<file path="config.mk">
export PLATFORM = sky130hd
export DESIGN_NAME = utf8_decoder_with_lookalike_fold
export DESIGN_NICKNAME = d
export VERILOG_FILES = /design/src/design/utf8lf_pkg.sv /design/src/design/utf8lf_decode.sv /design/src/design/utf8_decoder_with_lookalike_fold.sv
export VERILOG_INCLUDE_DIRS = /design/src /design/src/design
export SDC_FILE = /design/constraint.sdc
export NUM_CORES = 1
export LEC_CHECK = 0
export BUFFER_PORTS_ARGS = -buffer_cell sky130_fd_sc_hd__buf_2
export CAP_MARGIN = 20
export CELL_PAD_IN_SITES_DETAIL_PLACEMENT = 0
export CELL_PAD_IN_SITES_GLOBAL_PLACEMENT = 1
export CORE_MARGIN = 4
export CORE_UTILIZATION = 45
export CTS_CLUSTER_DIAMETER = 100
export DETAILED_ROUTE_END_ITERATION = 8
export PLACE_DENSITY = 0.79
export SLEW_MARGIN = 20
export SYNTH_ARGS = -nofsm -noshare
export SYNTH_HDL_FRONTEND = slang
export SYNTH_HIERARCHICAL = 1
export SYNTH_SLANG_ARGS = --single-unit
export TNS_END_PERCENT = 50
</file>
<file path="constraint.sdc">
create_clock -name clk -period 3.44 [get_ports clk]
set_input_delay 0.86 -clock clk [delete_from_list [all_inputs] [get_ports clk]]
set_output_delay 0.86 -clock clk [all_outputs]
set_load 0.02 [all_outputs]
</file>
<file path="src/design/utf8_decoder_with_lookalike_fold_defines.svh">
// ----------------------------------------------------------------------------
// utf8 decoder assertion macros
// shared concurrent assertion forms, clocked on clk, quiet while rst_n is low
// ----------------------------------------------------------------------------
`ifndef UTF8_DECODER_WITH_LOOKALIKE_FOLD_DEFINES_SVH
`define UTF8_DECODER_WITH_LOOKALIKE_FOLD_DEFINES_SVH

// condition holds at every edge out of reset
`define UTF8LF_ASSERT_ALWAYS(lbl, cond, msg) \
  lbl: assert property (@(posedge clk) disable iff (!rst_n) (cond)) else $error(msg);

// consequence holds in the same cycle as the antecedent
`define UTF8LF_ASSERT_SAME(lbl, ante, cons, msg) \
  lbl: assert property (@(posedge clk) disable iff (!rst_n) (ante) |-> (cons)) \
    else $error(msg);

// consequence holds in the cycle after the antecedent
`define UTF8LF_ASSERT_NEXT(lbl, ante, cons, msg) \
  lbl: assert property (@(posedge clk) disable iff (!rst_n) (ante) |=> (cons)) \
    else $error(msg);

`endif

</file>
<file path="src/design/utf8lf_pkg.sv">
// ----------------------------------------------------------------------------
// utf8lf_pkg
// shared types, state codes and the lookalike fold table
// ----------------------------------------------------------------------------
package utf8lf_pkg;

  // continuation bytes still expected
  localparam logic [1:0] PEND_NONE = 2'd0;
  localparam logic [1:0] PEND_ONE  = 2'd1;
  localparam logic [1:0] PEND_TWO  = 2'd2;

  // lead byte prefixes
  localparam logic [2:0] LEAD2_PFX = 3'b110;
  localparam logic [3:0] LEAD3_PFX = 4'b1110;

  // decode result for one word, handed to the top level
  typedef struct packed {
    logic        emit;
    logic [15:0] code_unit;
    logic [1:0]  pending_nxt;
    logic [9:0]  partial_nxt;
  } dec_res_t;

  // map lookalike characters onto their latin forms
  function automatic logic [15:0] fold_unit(input logic [15:0] c);
    logic [15:0] f;
    case (c)
      16'h0410: f = 16'h0041;
      16'h0412: f = 16'h0042;
      16'h0415: f = 16'h0045;
      16'h041A: f = 16'h004B;
      16'h041C: f = 16'h004D;
      16'h041D: f = 16'h0048;
      16'h041E: f = 16'h004F;
      16'h0420: f = 16'h0050;
      16'h0421: f = 16'h0043;
      16'h0422: f = 16'h0054;
      16'h0425: f = 16'h0058;
      16'h043E: f = 16'h006F;
      16'h00BA: f = 16'h006F;
      16'h0440: f = 16'h0070;
      16'h0441: f = 16'h0063;
      16'h0445: f = 16'h0078;
      16'h0435: f = 16'h0065;
      16'h0430: f = 16'h0061;
      16'h00AA: f = 16'h0061;
      16'h0060: f = 16'h0027;
      default:  f = c;
    endcase
    return f;
  endfunction

endpackage

</file>
<file path="src/design/utf8lf_decode.sv">
// ----------------------------------------------------------------------------
// utf8lf_decode
// one step of the utf-8 sequence decoder plus lookalike fold
// ----------------------------------------------------------------------------
module utf8lf_decode
  import utf8lf_pkg::*;
(
  input  logic [7:0] byte_in,
  input  logic       last_byte,
  input  logic [1:0] pending,
  input  logic [9:0] partial,
  output dec_res_t   res
);

  logic [15:0] acc;
  logic [15:0] unit;
  logic        done;
  logic [1:0]  pend_n;
  logic [9:0]  part_n;

  // gathered bits with this word's low six bits appended
  assign acc = {partial, byte_in[5:0]};

  // sequence step
  always_comb begin
    unit   = {8'h00, byte_in};
    done   = 1'b0;
    pend_n = PEND_NONE;
    part_n = 10'd0;
    case (pending)
      PEND_ONE: begin
        unit = acc;
        done = 1'b1;
      end
      PEND_TWO: begin
        part_n = acc[9:0];
        pend_n = PEND_ONE;
        unit   = {acc[9:0], 6'b000000};
      end
      default: begin
        if (byte_in[7:5] == LEAD2_PFX) begin
          part_n = {5'b00000, byte_in[4:0]};
          pend_n = PEND_ONE;
          unit   = {5'b00000, byte_in[4:0], 6'b000000};
        end else if (byte_in[7:4] == LEAD3_PFX) begin
          part_n = {6'b000000, byte_in[3:0]};
          pend_n = PEND_TWO;
          unit   = {byte_in[3:0], 12'h000};
        end else begin
          done = 1'b1;
        end
      end
    endcase
  end

  // a finished or truncated unit goes out and the decoder returns to ground
  always_comb begin
    res.emit        = done | last_byte;
    res.code_unit   = fold_unit(unit);
    res.pending_nxt = res.emit ? PEND_NONE : pend_n;
    res.partial_nxt = res.emit ? 10'd0 : part_n;
  end

endmodule

</file>
<file path="src/design/utf8_decoder_with_lookalike_fold.sv">
// ----------------------------------------------------------------------------
// utf8_decoder_with_lookalike_fold
// utf-8 byte stream to 16-bit code units, with lookalike characters folded
// ----------------------------------------------------------------------------
//  channel | ports                                   | direction
//  --------+-----------------------------------------+----------
//  in      | in_valid, in_stall, in_byte_in,         | in
//          | in_last_byte                            |
//  out     | out_valid, out_stall, out_code_unit,    | out
//          | out_last_unit                           |
//
//  one word a cycle while in_stall is low; a unit reaches the output after its final
//  byte is taken (input register, then decode and fold into the result register)
//  rst_n is synchronous and returns the decoder to the ground state
//  out_stall holds the result register; in_stall rises only when the input
//  register is full and the result register cannot take a new unit
// ----------------------------------------------------------------------------
`include "utf8_decoder_with_lookalike_fold_defines.svh"

module utf8_decoder_with_lookalike_fold
  import utf8lf_pkg::*;
(
  input  logic        clk,
  input  logic        rst_n,
  input  logic        in_valid,
  output logic        in_stall,
  input  logic [7:0]  in_byte_in,
  input  logic        in_last_byte,
  output logic        out_valid,
  input  logic        out_stall,
  output logic [15:0] out_code_unit,
  output logic        out_last_unit
);

  logic        s1_valid_r, s1_valid_nxt;
  logic [7:0]  s1_byte_r;
  logic        s1_last_r;
  logic [1:0]  pending_r, pending_nxt;
  logic [9:0]  partial_r, partial_nxt;
  logic        out_valid_r, out_valid_nxt;
  logic [15:0] out_code_r;
  logic        out_last_r;
  logic        in_acc;
  logic        s2_free;
  logic        advance;
  dec_res_t    dec;

  // handshake control
  assign s2_free  = !out_valid_r || !out_stall;
  assign advance  = s1_valid_r && s2_free;
  assign in_stall = s1_valid_r && !s2_free;
  assign in_acc   = in_valid && !in_stall;

  // decode and fold
  utf8lf_decode u_decode (
    .byte_in   (s1_byte_r),
    .last_byte (s1_last_r),
    .pending   (pending_r),
    .partial   (partial_r),
    .res       (dec)
  );

  // next control state
  always_comb begin
    s1_valid_nxt  = in_acc || (s1_valid_r && !advance);
    pending_nxt   = advance ? dec.pending_nxt : pending_r;
    partial_nxt   = advance ? dec.partial_nxt : partial_r;
    out_valid_nxt = advance ? dec.emit : (out_valid_r && out_stall);
  end

  // control registers
  always_ff @(posedge clk) begin
    if (!rst_n) begin
      s1_valid_r  <= 1'b0;
      pending_r   <= PEND_NONE;
      partial_r   <= 10'd0;
      out_valid_r <= 1'b0;
    end else begin
      s1_valid_r  <= s1_valid_nxt;
      pending_r   <= pending_nxt;
      partial_r   <= partial_nxt;
      out_valid_r <= out_valid_nxt;
    end
  end

  // input word register
  always_ff @(posedge clk) begin
    if (in_acc) begin
      s1_byte_r <= in_byte_in;
      s1_last_r <= in_last_byte;
    end
  end

  // result register
  always_ff @(posedge clk) begin
    if (advance && dec.emit) begin
      out_code_r <= dec.code_unit;
      out_last_r <= s1_last_r;
    end
  end

  assign out_valid     = out_valid_r;
  assign out_code_unit = out_code_r;
  assign out_last_unit = out_last_r;

  // checks
  `UTF8LF_ASSERT_SAME(a_stall_needs_word, in_stall, s1_valid_r, "in_stall with empty input register")
  `UTF8LF_ASSERT_SAME(a_ground_clean, pending_r == PEND_NONE, partial_r == 10'd0, "stale partial bits in ground state")
  `UTF8LF_ASSERT_NEXT(a_last_resets, advance && s1_last_r, pending_r == PEND_NONE && out_valid_r, "last word left a sequence open")
  `UTF8LF_ASSERT_NEXT(a_one_left_emits, advance && pending_r == PEND_ONE, out_valid_r && pending_r == PEND_NONE, "final continuation gave no unit")
  `UTF8LF_ASSERT_NEXT(a_held_result, out_valid_r && out_stall, out_valid_r && $stable(out_code_r), "stalled result lost")

endmodule
</file>
==> metrics.cfg, run 1 <==
[synthesis]
synthDistinctLibCells = 74
synth.largest_area_cell = edfxtp_1
yosysWarnings = 6
synthFlopType = edfxtp_1
async_reset_ff_share_pct = 0
synthesis.nets = 277
synth-seq-cells = 40
synth_top_area_share_pct = 30.2
seq_area_frac_synth_pct = 41.0
synth_edf_count = 26
yosys-top-cells-count = nand2_1 (39), edfxtp_1 (26), dfxtp_1 (14), mux2i_1 (14), nor2_1 (14)
synth_most_common_cell = nand2_1
synth_area_leaders = edfxtp_1 (30%), dfxtp_1 (11%), nand2_1 (5.7%)
syn_avg_cell_area_um2 = 9.87
syn-cell-area_um2 = 2590
synth_cells = 262

[layout]
area_growth_pct = 10.3
post-route-util_pct = 51.5
layout-drive-gt1-share_pct = 25.7
nets = 306
nFillCells = 528
antenna_cells = 0

[die]
core_um2 = 5540
die_area_um2 = 7020
io_pins = 32
die_width_um = 83.8
rows = 27
die_y_um = 83.8
start_util_pct = 46.7

[clock_tree]
cts_tree = yes
htreeDepth = 2
max-clock-path-buffers = 2
clk_pin_slew_ns = 0.08
postCtsSetupBuffers = 0
clk_latency_ns = 0.29
numCtsBuffers = 5
cts_sinks = 40
cts_resized = 0
postCtsHoldBufs = 0
cts_root_buf = clkbuf_8

[global_routing]
grt_max_degree = 27
grt_pass1_vias = 1979
antenna_found_initial = 0
grt_overflow_total = 0
track_usage_pct = 17.5
grt_first_pass_wirelength_um = 9970

[placement]
gp_congestion = 0.869
dpl.hpwl_um = 4340
port_buffers = 31

[timing]
holdWs_ns = 0.451
tightest_slew_ns = 0.702
fmax_ghz = 0.321
finalCritPeriodShare_pct = 90.6
finalCriticalPeriod_ns = 3.12
slew_violations = 0
hold_viol_final = 0
rsz0062_at_grt = false
worst_clock_skew_ns = 0.00753
fin_setup_tns_ns = 0
finalSetupViolCount = 0
slew_headroom_pct = 52.0

[outcome]
status = completed

[route]
wl_met2_um = 2580
drtIter0Drc = 242
drt-wirelength-per-cell_um = 16.0
drtAntennaViolNets = 0
firstDrtPassIters = 4
vias_per_cell = 5.80
vias = 2113
finalWirelength_um = 5840
drt-met1-wl_um = 2710
highest_layer = met4
drc = 0
wl_met3_um = 421

[min_path]
min_path_type = reg2reg

[pwr]
p_leak_uw = 0.00106
ir_drop_v = 0.000238
power_density_nw_per_um2 = 364

[critical_path]
cp_max_fo = 17
crit_chain = inv_1 > ha_2 > nand3_1 > o2111ai_1 > nand2_1 > a21oi_1 > o21ai_2 > a2111oi_4 > mux2i_1
end_kind = register
cp.arrival_ns = 3.14
startpoint_type = register
path_class = reg2reg
required_ns = 3.47
max_stage_delay_ns = 0.60
rrSetupSlack_ns = 0.32
cp_slowest_cell = a2111oi_4

[run]
cap_violations = 0

## cells by family after synthesis
kind of cell             after synthesis  share of synthesized area (%)
AND/OR/NAND/NOR                      109                           22.6
AO/OA/AOI/OAI                         71                           22.9
adder cells (fa/ha/maj)                2                          0.967
XOR/XNOR                               1                          0.339
multiplexers                          14                           5.42
buffers and inverters                 25                           6.72
flip-flops                            40                           41.0
## worst paths after layout
kind | to | cells past startpoint | startpoint
max | out_code_unit[1] | 9 | pending_r[0]
min | out_last_unit | 0 | s1_last_r
max reg2reg | out_code_unit[1] | 9 | pending_r[0]
min reg2reg | out_last_unit | 0 | s1_last_r
## state kept, by name, summed over array words and instances, names as in the netlist
register and cells:
out_valid 1, s1_byte_r 8, out_code_unit 16, pending_r 2, s1_last_r 1, s1_valid_r 1
partial_r 10, out_last_unit 1
## worst max-delay path, delay by kind of cell, from the launching register on
| kind | cells | cell delay, ns |
|---|---|---|
| multiplexers | 1 | 0.16 |
| AO/OA/AOI/OAI | 4 | 1.36 |
| AND/OR/NAND/NOR | 2 | 0.41 |
| adder cells (fa/ha/maj) | 1 | 0.50 |
| flip-flops | 1 | 0.35 |
| buffers and inverters | 1 | 0.06 |
## per-stage QoR
stage                     setup slack, ns  total power, µW  area (µm²)  instances
after floorplan                     0.312              664        2590        262
after global placement              0.237              698        2740        356
after CTS                           0.208             1050        2850        364
after global routing                0.159             1090        2850        364
final                               0.324             1040        2850        364
after detailed placement            0.247              697        2740        356
## report_power, final
group / leakage, µW / internal [µW] / switching (µW)
combinational: 0.000636 / 51.2 / 87.1
clock: 0.0000540 / 186 / 164
sequential: 0.000368 / 530 / 19.7
## layer usage
metal	vias to the layer above	track usage (%)
li1	1042	-
met1	970	24.0
met2	87	26.3
met3	14	3.26
met4	0	8.33
met5	-	0
## placed cells by master (no fill, tap or decap), types with 8 or more instances in the layout
master	instances
nor3_1	9
mux2i_1	14
buf_2	31
a22oi_1	8
a21oi_1	13
inv_1	8
nor2_1	14
dfxtp_1	14
edfxtp_1	26
nand2_1	39
## final cells by class
type / count / area, µm² / area share, %
Tap cell: 72 / 90.1 / 3.16
Inverter: 9 / 33.8 / 1.18
Sequential cell: 40 / 1060 / 37.2
Timing Repair Buffer: 38 / 208 / 7.28
Clock buffer: 6 / 93.8 / 3.29
Clock inverter: 2 / 12.5 / 0.439
Multi-Input combinational cell: 197 / 1350 / 47.5
No activity file was read; power rests on OpenSTA's default activity.
==> run 2: changes to the inputs <==
--- a/config.mk
+++ b/config.mk
@@ -12,12 +12,12 @@
 export CELL_PAD_IN_SITES_GLOBAL_PLACEMENT = 1
 export CORE_MARGIN = 4
 export CORE_UTILIZATION = 45
+export CTS_BUF_LIST = sky130_fd_sc_hd__clkbuf_8
 export CTS_CLUSTER_DIAMETER = 100
 export DETAILED_ROUTE_END_ITERATION = 8
-export PLACE_DENSITY = 0.79
+export PLACE_DENSITY = 0.81
 export SLEW_MARGIN = 20
 export SYNTH_ARGS = -nofsm -noshare
 export SYNTH_HDL_FRONTEND = slang
-export SYNTH_HIERARCHICAL = 1
 export SYNTH_SLANG_ARGS = --single-unit
 export TNS_END_PERCENT = 50
==> metrics.cfg, run 2 <==
[synthesis]
seq_area_frac_synth_pct = 44.3  ; was 41.0%
syn_avg_cell_area_um2 = 9.15  ; was 9.87 µm²
synth_cells = 262  ; unchanged
yosysWarnings = 0  ; was 6
synth_top_area_share_pct = 32.6  ; was 30.2%
synth.largest_area_cell = edfxtp_1  ; unchanged
synth_area_leaders = edfxtp_1 (33%), dfxtp_1 (12%), nand2_1 (5.2%)  ; was edfxtp_1 (30%), dfxtp_1 (11%), nand2_1 (5.7%)
synthDistinctLibCells = 57  ; was 74
synth_most_common_cell = nand2_1  ; unchanged
synthesis.nets = 277  ; unchanged
yosys-top-cells-count = nand2_1 (33), edfxtp_1 (26), nor2_1 (20)  ; was nand2_1 (39), edfxtp_1 (26), dfxtp_1 (14), mux2i_1 (14), nor2_1 (14)
async_reset_ff_share_pct = 0  ; unchanged
synth_edf_count = 26  ; unchanged
syn-cell-area_um2 = 2400  ; was 2590 µm²
synth-seq-cells = 40  ; unchanged
synthFlopType = edfxtp_1  ; unchanged

[layout]
finalInstanceArea_um2 = 2690  ; was 2850 µm²
multi_input_area_um2 = 1230  ; was 1350 µm²
largest_reg_flops = 16  ; unchanged
layout-drive-gt1-share_pct = 19.4  ; was 25.7%
mostFrequentLayoutCells = nand2_1 (33), buf_2 (31), edfxtp_1 (26)  ; was nand2_1 (39), buf_2 (31), edfxtp_1 (26)
regArea_um2 = 1060  ; unchanged
area_growth_pct = 12.2  ; was 10.3%
antenna_cells = 0  ; unchanged
post-route-util_pct = 52.3  ; was 51.5%
nets = 303  ; was 306
mostFrequentLayoutCell = nand2_1  ; unchanged
nFillCells = 484  ; was 528

[outcome]
status = completed  ; unchanged

[critical_path]
cp_max_fo = 19  ; was 17
reg2reg_from = pending_r[0]  ; unchanged
cp.arrival_ns = 3.25  ; was 3.14 ns
required_ns = 3.47  ; about the same
worstRegToRegCells = 9  ; unchanged
crit_start = pending_r[0]  ; unchanged
rrSetupSlack_ns = 0.22  ; was 0.32 ns
startpoint_type = register  ; unchanged
r2r_end = out_code_unit[1]  ; unchanged
path_class = reg2reg  ; unchanged
end_kind = register  ; unchanged

[placement]
place_area_um2 = 2580  ; was 2740 µm²
dpl.hpwl_um = 4440  ; was 4340 µm
port_buffers = 31  ; unchanged
gp_congestion = 0.988  ; was 0.869

[clock_tree]
cts_sinks = 40  ; unchanged
cts_tree = yes  ; unchanged
clk_latency_ns = 0.30  ; was 0.29 ns
clk_pin_slew_ns = 0.08  ; about the same
htreeDepth = 2  ; unchanged
postCtsSetupBuffers = 0  ; unchanged
max-clock-path-buffers = 2  ; unchanged
postCtsHoldBufs = 0  ; unchanged
cts_resized = 0  ; unchanged
numCtsBuffers = 5  ; unchanged
cts_root_buf = clkbuf_8  ; unchanged

[timing]
worst_clock_skew_ns = 0.0117  ; was 0.00753 ns
finalCritPeriodShare_pct = 93.6  ; was 90.6%
tightest_slew_ns = 0.644  ; was 0.702 ns
hold_viol_final = 0  ; unchanged
fmax_ghz = 0.311  ; was 0.321 GHz
finalCriticalPeriod_ns = 3.22  ; was 3.12 ns
slew_violations = 0  ; unchanged
fin_setup_tns_ns = 0  ; unchanged
finalSetupViolCount = 0  ; unchanged
rsz0062_at_grt = false  ; unchanged
slew_headroom_pct = 57.0  ; was 52.0%

[die]
die_y_um = 81.0  ; was 83.8 µm
die_area_um2 = 6560  ; was 7020 µm²
start_util_pct = 46.6  ; was 46.7%
core_um2 = 5140  ; was 5540 µm²
rows = 26  ; was 27
io_pins = 32  ; unchanged
die_width_um = 81.0  ; was 83.8 µm

[min_path]
hold_end = partial_r[9]  ; was out_last_unit
min_path_type = reg2reg  ; unchanged
min_delay_path_depth = 2  ; was 0
holdCritStartpoint = partial_r[9]  ; was s1_last_r

[global_routing]
grt_overflow_total = 0  ; unchanged
grt_max_degree = 20  ; was 27
track_usage_pct = 19.8  ; was 17.5%
grt_pass1_vias = 1999  ; was 1,979
antenna_found_initial = 0  ; unchanged
grt-busiest-layer = met2  ; unchanged
grtUsageMet2_pct = 29.5  ; was 26.3%
grt_first_pass_wirelength_um = 9940  ; was 9970 µm
grtUsageMet3_pct = 4.55  ; was 3.26%
met1_usage_pct = 27.3  ; was 24.0%

[pwr]
power_density_nw_per_um2 = 390  ; was 364 nW/µm²
p_leak_uw = 0.000940  ; was 0.00106 µW
finalPower_uw = 1050  ; was 1040 µW
ir_drop_v = 0.000196  ; was 0.000238 V

[route]
drtAntennaViolNets = 0  ; unchanged
drc = 0  ; unchanged
firstDrtPassIters = 5  ; was 4
vias = 2197  ; was 2,113
drtIter0Drc = 254  ; was 242
drt-wirelength-per-cell_um = 16.8  ; was 16.0 µm
finalWirelength_um = 6010  ; was 5840 µm
vias_per_cell = 6.12  ; was 5.80

[run]
cap_violations = 0  ; unchanged

[run 2: cell count changes after synthesis, moves of 4 or more]
cell	before	now
and2_1	7	3
and3_1	0	4
buf_6	6	2
clkbuf_1	2	9
inv_1	8	4
mux2i_1	14	2
nand2_1	39	33
nand3_1	5	12
nor2_1	14	20
nor2b_1	2	7
nor3_1	9	5
o21ai_0	7	15
[run 2: kinds of logic (layout without fill, tap and decap cells)]
group                    Yosys count  in the layout  share of synthesized area (%)
multiplexers                       2              2                          0.835
adder cells (fa/ha/maj)            2              2                           1.04
AND/OR/NAND/NOR                  129            129                           29.6
AO/OA/AOI/OAI                     69             69                           19.9
buffers and inverters             20             47                           4.33
flip-flops                        40             40                           44.3
[run 2: power by group]
group	internal, µW	switching [µW]
logic	43.8	85.4
clock network	212	153
registers	535	20.1
total	791	258
[run 2: cell type report]
class,instances,area share (%)
Tap cell,70,3.26
Clock inverter,3,1.44
Sequential cell,40,39.5
Inverter,4,0.558
Multi-Input combinational cell,202,45.8
Timing Repair Buffer,35,6.89
Clock buffer,5,2.56
[run 2: worst max path at each step]
stage,endpoint,slack (ns),cells after the start
after CTS,out_code_unit[1],0.30,9
after detailed placement,out_code_unit[1],0.32,9
after global placement,out_code_unit[1],0.37,9
final,out_code_unit[1],0.22,9
after floorplan,out_code_unit[1],0.75,11
after global routing,out_code_unit[3],0.1,9
[run 2: per-stage QoR]
step	std cells	hold slack [ns]	setup WS (ns)
6_report	359	0.460	0.220
5_1_grt	359	0.479	0.0993
4_1_cts	359	0.459	0.297
3_5_place_dp	351	0.449	0.317
3_3_place_gp	351	0.441	0.369
2_1_floorplan	262	0.432	0.751
[run 2: critical path, stage by stage, from the launching register on]
cell       delay [ns]
dfxtp_1          0.37
inv_1            0.06
ha_1             0.59
and2b_2          0.31
o2bb2ai_1        0.23
nor3_2           0.46
nand2_1          0.15
o311a_2          0.47
and3_4           0.20
mux2i_1          0.11
[run 2: metal layers]
layer,routed length [µm],vias up
li1,-,1048
met1,2700,1005
met2,2590,119
met3,514,25
met4,212,0
met5,0,-
